==> config.mk <==
export PLATFORM = sky130hd
export DESIGN_NAME = length_checksum_frame_receiver_core
export DESIGN_NICKNAME = d
export VERILOG_FILES = /design/src/hdl/lcfr_pkg.sv /design/src/hdl/length_checksum_frame_receiver_core.sv
export VERILOG_INCLUDE_DIRS = /design/src /design/src/hdl
export SDC_FILE = /design/constraint.sdc
export NUM_CORES = 1
export LEC_CHECK = 0
export BUFFER_PORTS_ARGS = -buffer_cell sky130_fd_sc_hd__buf_4
export CAP_MARGIN = 20
export CORE_ASPECT_RATIO = 1.25
export CORE_MARGIN = 2
export CORE_UTILIZATION = 50
export CTS_CLUSTER_SIZE = 16
export DETAILED_ROUTE_END_ITERATION = 8
export PLACE_DENSITY = 0.78
export SYNTH_ARGS = -nofsm -noshare
export SYNTH_HDL_FRONTEND = slang
export SYNTH_SLANG_ARGS = --single-unit
==> constraint.sdc <==
create_clock -name clk_i -period 14.55 [get_ports clk_i]
set_clock_uncertainty 0.05 [all_clocks]
set_input_delay 0.7275 -clock clk_i [delete_from_list [all_inputs] [get_ports clk_i]]
set_output_delay 0.7275 -clock clk_i [all_outputs]
set_load 0.02 [all_outputs]
==> src/hdl/length_checksum_frame_receiver_core_defines.svh <==
// assertion macros for the length and checksum frame receiver
`ifndef LENGTH_CHECKSUM_FRAME_RECEIVER_CORE_DEFINES_SVH
`define LENGTH_CHECKSUM_FRAME_RECEIVER_CORE_DEFINES_SVH

// antecedent implies consequent in the same cycle
`define LCFR_ASSERT_SAME(label, clk, rst_n, ante, cons, msg) \
  label: assert property (@(posedge clk) disable iff (!rst_n) (ante) |-> (cons)) \
    else $error(msg);

// antecedent implies consequent in the next cycle
`define LCFR_ASSERT_NEXT(label, clk, rst_n, ante, cons, msg) \
  label: assert property (@(posedge clk) disable iff (!rst_n) (ante) |=> (cons)) \
    else $error(msg);

`endif

==> src/hdl/lcfr_pkg.sv <==
// types and constants of the length and checksum frame receiver
package lcfr_pkg;

  // uart event codes
  typedef enum logic [1:0] {
    ACT_BYTE  = 2'd0,
    ACT_ERROR = 2'd1,
    ACT_TICK  = 2'd2
  } action_e;

  // configuration register indexes
  typedef enum logic [1:0] {
    REG_START_BYTE    = 2'd0,
    REG_MAX_SIZE      = 2'd1,
    REG_TIMEOUT_TICKS = 2'd2,
    REG_OFFLINE_TICKS = 2'd3
  } reg_e;

  localparam int unsigned PADDR_W = 4;
  localparam int unsigned PDATA_W = 32;

  localparam logic [7:0] START_BYTE_RST    = 8'd2;
  localparam logic [7:0] MAX_SIZE_RST      = 8'd32;
  localparam logic [7:0] TIMEOUT_TICKS_RST = 8'd10;
  localparam logic [7:0] OFFLINE_TICKS_RST = 8'd100;

  localparam logic [7:0] CNT_MAX = 8'hFF;

  // one result item
  typedef struct packed {
    logic [7:0] byte_out;
    logic [8:0] byte_position;
    logic       body_byte;
    logic       frame_done;
    logic       frame_valid;
    logic       frame_dropped;
    logic       receiving;
    logic       comm_offline;
  } result_t;

endpackage

==> src/hdl/length_checksum_frame_receiver_core.sv <==
// Length-prefixed frame receiver with two's complement checksum. Each input transfer is one
// UART event (byte, line error or timer tick) and yields exactly one result transfer. An
// input register takes the event, a single pass of logic updates the frame state and forms
// the result, and a result register holds it for the output side: one item per clock cycle
// sustained while the output side takes each result. Input stays ready while the
// result register is full as long as the input register is free or the result is taken in
// the same cycle. Configuration registers sit on an APB-style port at byte addresses 0, 4,
// 8 and 12 (start byte, max size, timeout ticks, offline ticks); write them only while idle.
`include "length_checksum_frame_receiver_core_defines.svh"

module length_checksum_frame_receiver_core
  import lcfr_pkg::*;
(
  input  logic               clk_i,
  input  logic               rst_ni,
  // configuration port
  input  logic               psel,
  input  logic               penable,
  input  logic               pwrite,
  input  logic [PADDR_W-1:0] paddr,
  input  logic [PDATA_W-1:0] pwdata,
  output logic [PDATA_W-1:0] prdata,
  output logic               pready,
  // event input
  input  logic               in_valid_i,
  output logic               in_ready_o,
  input  logic [1:0]         action_i,
  input  logic [7:0]         rx_byte_i,
  // result output
  output logic               out_valid_o,
  input  logic               out_ready_i,
  output logic [7:0]         byte_out_o,
  output logic [8:0]         byte_position_o,
  output logic               body_byte_o,
  output logic               frame_done_o,
  output logic               frame_valid_o,
  output logic               frame_dropped_o,
  output logic               receiving_o,
  output logic               comm_offline_o
);

  // configuration registers
  logic [7:0] start_byte_q, max_size_q, timeout_ticks_q, offline_ticks_q;
  reg_e       reg_idx;
  logic       cfg_wr;

  // input register
  logic       s1_valid_q;
  action_e    s1_action_q;
  logic [7:0] s1_byte_q;

  // frame state
  logic [8:0] pos_q, pos_d, pos_cur;
  logic [7:0] size_q, size_d, cur_size;
  logic [7:0] sum_q, sum_d, want;
  logic [7:0] idle_q, idle_d;
  logic [7:0] cnt_q, cnt_d;
  logic       flag_q, flag_d;

  // result register
  logic       out_valid_q;
  result_t    res_q, res_d;

  logic       in_fire, out_load, s1_adv;

  assign reg_idx = reg_e'(paddr[PADDR_W-1:2]);
  assign cfg_wr  = psel && penable && pwrite;
  assign pready  = 1'b1;

  // register write
  always_ff @(posedge clk_i or negedge rst_ni) begin
    if (!rst_ni) begin
      start_byte_q    <= START_BYTE_RST;
      max_size_q      <= MAX_SIZE_RST;
      timeout_ticks_q <= TIMEOUT_TICKS_RST;
      offline_ticks_q <= OFFLINE_TICKS_RST;
    end else if (cfg_wr) begin
      unique case (reg_idx)
        REG_START_BYTE:    start_byte_q    <= pwdata[7:0];
        REG_MAX_SIZE:      max_size_q      <= pwdata[7:0];
        REG_TIMEOUT_TICKS: timeout_ticks_q <= pwdata[7:0];
        REG_OFFLINE_TICKS: offline_ticks_q <= pwdata[7:0];
        default: ;
      endcase
    end
  end

  // register read
  always_comb begin
    prdata = '0;
    unique case (reg_idx)
      REG_START_BYTE:    prdata[7:0] = start_byte_q;
      REG_MAX_SIZE:      prdata[7:0] = max_size_q;
      REG_TIMEOUT_TICKS: prdata[7:0] = timeout_ticks_q;
      REG_OFFLINE_TICKS: prdata[7:0] = offline_ticks_q;
      default: ;
    endcase
  end

  // pipeline handshake
  assign out_load   = !out_valid_q || out_ready_i;
  assign s1_adv     = s1_valid_q && out_load;
  assign in_ready_o = !s1_valid_q || out_load;
  assign in_fire    = in_valid_i && in_ready_o;

  // input register
  always_ff @(posedge clk_i or negedge rst_ni) begin
    if (!rst_ni) begin
      s1_valid_q <= 1'b0;
    end else if (in_fire) begin
      s1_valid_q <= 1'b1;
    end else if (s1_adv) begin
      s1_valid_q <= 1'b0;
    end
  end

  always_ff @(posedge clk_i) begin
    if (in_fire) begin
      s1_action_q <= action_e'(action_i);
      s1_byte_q   <= rx_byte_i;
    end
  end

  // single pass state update and result
  always_comb begin
    idle_d   = idle_q;
    cnt_d    = cnt_q;
    size_d   = size_q;
    sum_d    = sum_q;
    flag_d   = flag_q;
    res_d    = '0;
    pos_cur  = pos_q;
    cur_size = size_q;
    want     = ~sum_q + 8'd1;

    // tick ages both counters, saturating
    if (s1_action_q == ACT_TICK) begin
      if (idle_q != CNT_MAX) idle_d = idle_q + 8'd1;
      if (cnt_q != CNT_MAX)  cnt_d  = cnt_q + 8'd1;
    end

    // inactivity timeout abandons a frame in progress
    if (pos_q != '0 && idle_d >= timeout_ticks_q) begin
      pos_cur             = '0;
      res_d.frame_dropped = 1'b1;
    end
    pos_d = pos_cur;

    case (s1_action_q)
      ACT_ERROR: begin
        pos_d               = '0;
        res_d.frame_dropped = 1'b1;
      end
      ACT_BYTE: begin
        res_d.byte_out      = s1_byte_q;
        res_d.byte_position = pos_cur;
        idle_d              = '0;
        pos_d               = 9'(pos_cur + 9'd1);
        if (pos_cur == '0) begin
          // hunting for the start byte
          if (s1_byte_q == start_byte_q) begin
            sum_d = s1_byte_q;
          end else begin
            pos_d               = '0;
            res_d.frame_dropped = 1'b1;
          end
        end else begin
          if (pos_cur == 9'd1) begin
            cur_size = s1_byte_q;
            size_d   = s1_byte_q;
          end
          if (pos_cur >= ({1'b0, cur_size} + 9'd1)) begin
            // closing checksum byte
            res_d.frame_done = 1'b1;
            pos_d            = '0;
            if (want == s1_byte_q) begin
              res_d.frame_valid = 1'b1;
              cnt_d             = '0;
              flag_d            = 1'b0;
            end
          end else begin
            sum_d = sum_q + s1_byte_q;
            if (pos_cur == 9'd1 && s1_byte_q > max_size_q) begin
              pos_d               = '0;
              res_d.frame_dropped = 1'b1;
            end else begin
              res_d.body_byte = 1'b1;
            end
          end
        end
      end
      default: ;
    endcase

    // offline limit
    if (cnt_d >= offline_ticks_q) flag_d = 1'b1;

    res_d.receiving    = (pos_d != '0);
    res_d.comm_offline = flag_d;
  end

  // frame state registers
  always_ff @(posedge clk_i or negedge rst_ni) begin
    if (!rst_ni) begin
      pos_q  <= '0;
      size_q <= '0;
      sum_q  <= '0;
      idle_q <= '0;
      cnt_q  <= '0;
      flag_q <= 1'b0;
    end else if (s1_adv) begin
      pos_q  <= pos_d;
      size_q <= size_d;
      sum_q  <= sum_d;
      idle_q <= idle_d;
      cnt_q  <= cnt_d;
      flag_q <= flag_d;
    end
  end

  // result register
  always_ff @(posedge clk_i or negedge rst_ni) begin
    if (!rst_ni) begin
      out_valid_q <= 1'b0;
    end else if (s1_adv) begin
      out_valid_q <= 1'b1;
    end else if (out_ready_i) begin
      out_valid_q <= 1'b0;
    end
  end

  always_ff @(posedge clk_i) begin
    if (s1_adv) begin
      res_q <= res_d;
    end
  end

  assign out_valid_o     = out_valid_q;
  assign byte_out_o      = res_q.byte_out;
  assign byte_position_o = res_q.byte_position;
  assign body_byte_o     = res_q.body_byte;
  assign frame_done_o    = res_q.frame_done;
  assign frame_valid_o   = res_q.frame_valid;
  assign frame_dropped_o = res_q.frame_dropped;
  assign receiving_o     = res_q.receiving;
  assign comm_offline_o  = res_q.comm_offline;

  // checks
  `LCFR_ASSERT_NEXT(a_done_returns_to_hunt, clk_i, rst_ni,
                    s1_adv && res_d.frame_done, pos_q == '0,
                    "frame end did not return to hunting")
  // a timed-out frame may be followed by a new start byte in the same item
  `LCFR_ASSERT_NEXT(a_drop_returns_to_hunt, clk_i, rst_ni,
                    s1_adv && res_d.frame_dropped && s1_action_q != ACT_BYTE, pos_q == '0,
                    "dropped frame left position set")
  `LCFR_ASSERT_NEXT(a_good_frame_clears_count, clk_i, rst_ni,
                    s1_adv && res_d.frame_valid, cnt_q == '0,
                    "good frame did not clear offline count")
  `LCFR_ASSERT_SAME(a_position_bound, clk_i, rst_ni, 1'b1, pos_q <= 9'd256,
                    "frame position out of range")

endmodule
[Word level (Yosys, flattened, before mapping)]
Cells that the tools add are included.
Operators by class
  $add $sub $neg: 6
  $lt $le $gt $ge: 4
  equality and inequality tests: 12
  muxes and demuxes: 40
  bitwise gates (word level): 4
  reduce and logical (&&, ||, !) cells: 26
Operators with widths (count)
  8-bit 2-to-1 mux: 15
  9-bit 2-to-1 mux: 5
  8-bit case mux with 4 select lines: 1
  8-bit by 1-bit adder with 8-bit output, second input constant: 3
  9-bit case mux with 2 select lines: 1
  9-bit nonzero test: 2
  8-bit equality test: 2
  8-bit >= comparator: 2
  1-bit 2-to-1 mux: 16
  8-bit != test, second input constant: 2
  8-bit by 1-bit adder with 9-bit output, second input constant: 1
  9-bit by 1-bit adder with 9-bit output, second input constant: 1
  9-bit by 1-bit equality test with 1-bit output, second input constant: 1
  9-bit >= comparator: 1
  9-bit logical NOT: 1
  8-bit adder: 1
  8-bit greater-than comparator: 1
  8-bit NOT: 1
  2-bit AND reduction: 4
  2-bit equality test, second input constant: 3
  1-bit logical AND: 6
  3-bit OR reduction: 2
  2-bit by 1-bit equality test with 1-bit output, second input constant: 2
  2-bit logical NOT: 2
  11 further kinds: 16
Word-level totals
  flip-flop bits (word level): 109
  input port bits: 53
  output and inout bits: 58
  word-level logic and storage cells: 114

[Logic depth before layout (Yosys ltp)]
  word-level depth: 17
  gate-level depth with buffers: 35

[Least setup slack after synthesis]
No wires, ideal clock.
  path type: register to register
  from: register idle_q[0]
  to: register res_q (netlist bit comm_offline_o) (data pin)
  data arrival time: 7.645 ns
  data required time: 14.217 ns
  path slack: 6.572 ns
  stages on the path, launching flop included: 34
  period minus slack after synthesis: 7.978 ns
  path through: dfrtp_1 -> ha_1 -> nand3_1 -> nor2_1 -> a21oi_1 -> and4_1 -> nand3_1 -> xnor2_1 -> ha_1 -> and3_1 -> a221o_1 -> a21oi_1 -> clkbuf_1 -> nand2_1 -> ha_1 -> nand2_4 -> clkbuf_1 -> mux2i_1 -> xnor2_1 -> ha_1 -> a211o_1 -> a2111oi_0 -> o21ai_0 -> nand3_1 -> buf_2 -> o21ai_0 -> ha_1 -> nand2b_1 -> a21o_1 -> a21o_1 -> a21o_1 -> a21o_1 -> a2111oi_0 -> o22ai_1
On the way
  longest elaborated chain between the ends: 17
RTL lines
  start, declared: RTL line length_checksum_frame_receiver_core.sv:56  | logic [7:0] idle_q, idle_d;
  start signal, assigned: RTL line length_checksum_frame_receiver_core.sv:215  | idle_q <= idle_d;
  8-bit by 1-bit adder with 8-bit output or 8-bit != test (tied branches): RTL line length_checksum_frame_receiver_core.sv:138  | if (idle_q != CNT_MAX) idle_d = idle_q + 8'd1;
  8-bit 2-to-1 mux: RTL line length_checksum_frame_receiver_core.sv:138
  8-bit 2-to-1 mux *: RTL line length_checksum_frame_receiver_core.sv:137  | if (s1_action_q == ACT_TICK) begin
  8-bit >= comparator *: RTL line length_checksum_frame_receiver_core.sv:143  | if (pos_q != '0 && idle_d >= timeout_ticks_q) begin
  1-bit logical AND *: RTL line length_checksum_frame_receiver_core.sv:143
  9-bit 2-to-1 mux *: RTL line length_checksum_frame_receiver_core.sv:143
  9-bit by 1-bit equality test with 1-bit output: RTL line length_checksum_frame_receiver_core.sv:168  | if (pos_cur == 9'd1) begin
  8-bit 2-to-1 mux
  (+2 left out)
  8-bit by 1-bit adder with 9-bit output: RTL line length_checksum_frame_receiver_core.sv:172  | if (pos_cur >= ({1'b0, cur_size} + 9'd1)) begin
  9-bit >= comparator: RTL line length_checksum_frame_receiver_core.sv:172
  8-bit 2-to-1 mux: RTL line length_checksum_frame_receiver_core.sv:172
  8-bit 2-to-1 mux: RTL line length_checksum_frame_receiver_core.sv:159  | if (pos_cur == '0) begin
  8-bit 2-to-1 mux: RTL line length_checksum_frame_receiver_core.sv:149  | case (s1_action_q)
  8-bit >= comparator: RTL line length_checksum_frame_receiver_core.sv:196  | if (cnt_d >= offline_ticks_q) flag_d = 1'b1;
  1-bit 2-to-1 mux *: RTL line length_checksum_frame_receiver_core.sv:196
  net flag_d: RTL line length_checksum_frame_receiver_core.sv:58  | logic flag_q, flag_d;
  end signal, assigned: RTL line length_checksum_frame_receiver_core.sv:234  | res_q <= res_d;
  end, declared: RTL line length_checksum_frame_receiver_core.sv:62  | result_t res_q, res_d;
The timed path passes the listed nets; every way through them passes the cells marked *. The select of a mux whose other input is x is not followed.
A chain may end at the register's enable or synchronous reset.

[Worst setup path after layout]
  from: register s1_action_q[1]
  to: register res_q (netlist bit comm_offline_o) (data pin)
On the way
  longest elaborated chain between the ends: 16
RTL lines
  start, declared: RTL line length_checksum_frame_receiver_core.sv:49  | action_e s1_action_q;
  start signal, assigned: RTL line length_checksum_frame_receiver_core.sv:119  | s1_action_q <= action_e'(action_i);
  2-bit equality test *: RTL line length_checksum_frame_receiver_core.sv:137
  8-bit 2-to-1 mux *: RTL line length_checksum_frame_receiver_core.sv:137
  8-bit >= comparator *: RTL line length_checksum_frame_receiver_core.sv:143
  1-bit logical AND *: RTL line length_checksum_frame_receiver_core.sv:143
  9-bit 2-to-1 mux *: RTL line length_checksum_frame_receiver_core.sv:143
  net pos_cur[0]: RTL line length_checksum_frame_receiver_core.sv:53  | logic [8:0] pos_q, pos_d, pos_cur;
  9-bit by 1-bit equality test with 1-bit output: RTL line length_checksum_frame_receiver_core.sv:168
  8-bit 2-to-1 mux
  (+2 left out)
  8-bit by 1-bit adder with 9-bit output: RTL line length_checksum_frame_receiver_core.sv:172
  9-bit >= comparator: RTL line length_checksum_frame_receiver_core.sv:172
  8-bit 2-to-1 mux: RTL line length_checksum_frame_receiver_core.sv:172
  8-bit 2-to-1 mux: RTL line length_checksum_frame_receiver_core.sv:159
  8-bit 2-to-1 mux: RTL line length_checksum_frame_receiver_core.sv:149
  8-bit >= comparator: RTL line length_checksum_frame_receiver_core.sv:196
  1-bit 2-to-1 mux *: RTL line length_checksum_frame_receiver_core.sv:196
  net flag_d: RTL line length_checksum_frame_receiver_core.sv:58
Marks and branches as above.

==> out/qor.yml <==
hp-class: "input pin to async pin"
finalSetupViolations: 0
grt_usage_pct: 21.1
drt_iter0_drc: 352
postRouteAntennaNets: 0
p_per_area_nw_per_um2: 153
cts_buffer_depth: 2
critPathMaxStageDelay_ns: 0.71
post-route-period-util_pct: 63.0
slowest_stage: "edfxtp_1"
row_count: 49
async_flop_share_pct: 69.7
antenna_found_initial: 0
ir_worst_vdd_v: 0.0000797
wl_met2_mm: 8.18
synth_most_common_cell: "nand2_1"
ys_ff_latch: 109
ctsResizeCount: 0
maxCapViolations: 0
grt_pass1_vias: 5431
hold_viol_final: 0
dr_wl_met3_um: 839
portBuffers: 59
arrival_ns: 9.18
start_kind: "flop"
critPathKind: "flop to flop"
syn_area_um2: 7240
fin_crit_ns: 9.16
clock_latency_ns: 0.36
leakage_nw: 3.53
start_util_pct: 50.7
drv_slew: 0
grt_pass1_wl_mm: 26.7
area_delta_synth_final_pct: 10.8
fillerInstances: 1205
max_freq_ghz: 0.109
synth_flop_cell: "dfrtp_1"
wirelength_met1_mm: 6.87
status: "finished clean"
syn_inst: 738
cp-end-kind: "flop"
clkSlewWorstSetupHoldPaths_ns: 0.08
drc: 0
rsz0062_at_grt: "no"
dpl.hpwl_mm: 11.8
avgRoutedWirePerCell_um: 16.8
die_h_um: 139
vias_per_cell: 5.83
postSynthAreaPerCell_um2: 9.81
dpl.cell_count: 947
post_dp_cell_area_um2: 7710
synthTopCellsByArea: "dfrtp_1, edfxtp_1, ha_1, mux2_2, xnor2_1"
cts_tree: "yes"
die_x_um: 112
relSlewSlack_pct: 28.4
ys_types: 77
gp_congestion: 0.890
synth-edff-count: 33
die_area_um2: 15500
critPathRequiredTime_ns: 14.57
numCtsBuffers: 9
wl_mm: 16.2
synth.top_cell.area_share_pct: 23.8
grt_max_degree: 77
post_cts_buffers: 0
fin_setup_tns_ns: 0
firstDrtPassIters: 5
synth_top_area_cell: "dfrtp_1"
yosysSeqAreaShare_pct: 40.1
htree_levels: 3
antenna_cells: 0
ctsHoldBuffers: 0
final_layout_size_suffix_gt1_share_pct: 19.2
worstMarginPinSlew_ns: 1.05
design_area_um2: 8020
clockRootBuffer: "clkbuf_16"
cts_sinks: 109
ys.warnings.count: 0
vias: 5618
layout.nets: 881
io_pins: 111
stdcell_count: 964
grt_remaining_overflow: 0
coreArea_um2: 14300
top_layer: "met4"
ys_top_cells_by_count: "nand2_1, dfrtp_1, ha_1, nor2_1, inv_1"
worstPathMaxFanout: 18
==> through the flow <==
| stage | power (mW) | util [%] | hold WS [ns] | worst slack (ns) |
|---|---|---|---|---|
| 6_report | 1.23 | 56.2 | 0.453 | 5.39 |
| 5_1_grt | 1.32 | 56.2 | 0.471 | 4.52 |
| 4_1_cts | 1.23 | 56.1 | 0.450 | 5.47 |
| 3_5_place_dp | 0.978 | 54.0 | 0.430 | 5.48 |
| 3_3_place_gp | 0.960 | 54.0 | 0.434 | 5.54 |
| 2_1_floorplan | 0.852 | - | 0.382 | 6.57 |
==> worst paths after layout <==
path / start / endpoint / slack, ns / cells past startpoint
setup / recovery: s1_action_q[1]$_DFFE_PP_ / comm_offline_o$_DFFE_PP_ / 5.39 / 33
hold / removal: rst_ni / max_size_q[3]$_DFFE_PN0P_ / 0.45 / 1
setup reg to reg: s1_action_q[1]$_DFFE_PP_ / comm_offline_o$_DFFE_PP_ / 5.39 / 33
hold reg to reg: s1_valid_q$_DFFE_PN0P_ / out_valid_o$_DFFE_PN0P_ / 0.45 / 1
max in group asynchronous: rst_ni / pos_q[3]$_DFFE_PN0P_ / 13.34 / 1
min in group clk_i: s1_valid_q$_DFFE_PN0P_ / out_valid_o$_DFFE_PN0P_ / 0.45 / 1
==> worst max-delay path, delay by kind of cell, from the launching register on <==
family	cells	cell delay, ns
flops	1	0.71
compound gates	15	4.04
simple gates	9	2.08
fa+ha+maj	4	1.11
xor+xnor	2	0.37
buf+inv	3	0.49
==> report_power, final <==
part	switching [mW]	internal, mW	total (mW)	leakage (nW)
clock	0.117	0.131	0.248	0.150
sequential	0.0830	0.385	0.468	1.24
combinational	0.283	0.227	0.510	2.14
==> state kept, by name, summed over array words and instances, names as in the netlist <==
signal	flops
receiving_o	1
sum_q	8
frame_dropped_o	1
frame_done_o	1
size_q	8
offline_ticks_q	8
s1_action_q	2
byte_out_o	8
body_byte_o	1
s1_valid_q	1
comm_offline_o	1
out_valid_o	1
flag_q	1
s1_byte_q	8
pos_q	9
start_byte_q	8
cnt_q	8
max_size_q	8
timeout_ticks_q	8
byte_position_o	9
frame_valid_o	1
idle_q	8
==> routing by layer <==
metal | vias to the layer above | track usage [%]
met5 | - | 0
li1 | 2707 | -
met1 | 2711 | 27.3
met2 | 176 | 36.0
met3 | 24 | 3.02
met4 | 0 | 7.99
==> cell families after synthesis <==
| group | count (synthesis) | synth area share [%] |
|---|---|---|
| other | 2 | 0.104 |
| adder cells (fa/ha/maj) | 47 | 8.22 |
| AND/OR/NAND/NOR | 238 | 16.7 |
| multiplexers | 50 | 8.90 |
| buffers and inverters | 98 | 6.55 |
| AO/OA/AOI/OAI | 153 | 14.5 |
| flip-flops | 109 | 40.1 |
| XOR/XNOR | 41 | 4.96 |
==> cell type report <==
cell class | instances | area [um2] | share of cell area [%]
multi-input cells | 554 | 3960 | 49.3
flip-flops and latches | 109 | 2900 | 36.2
clock inverters | 5 | 46.3 | 0.577
clock buffers | 11 | 254 | 3.17
well taps | 178 | 223 | 2.78
repair buffers | 64 | 480 | 5.99
inverters | 43 | 161 | 2.01
==> cell usage in the layout (no fill, tap or decap), types with 3 or more instances in the layout <==
cell type  netlist  layout
o221ai_1         3       3
nor2b_1          6       6
o2111ai_1        3       3
clkbuf_16        0      10
nor2_1          45      44
xor2_1           8       8
or3_1            6       6
mux2i_1          7       7
nand3_1         20      20
nor3_1          13      13
o31ai_1          4       4
inv_1           42      42
o21ai_0         31      31
a22o_1           7       7
and2_1          16      16
a21o_1           8       8
o211ai_1        14      14
buf_4           25      63
nand4_1         14      14
conb_1           2      25
mux2_2          35      35
xnor2_1         33      33
nand2b_1         7       7
nand2_1         70      70
dfrtp_1         69      69
dfstp_2          7       7
a211oi_1         4       4
a21oi_1         29      29
a2111oi_0        4       4
o21a_1           5       5
mux4_2           8       8
a31oi_1         13      13
ha_1            46      46
and3_1          16      16
or2_2            9       9
edfxtp_1        33      33
No activity file was read; power rests on OpenSTA's default activity.
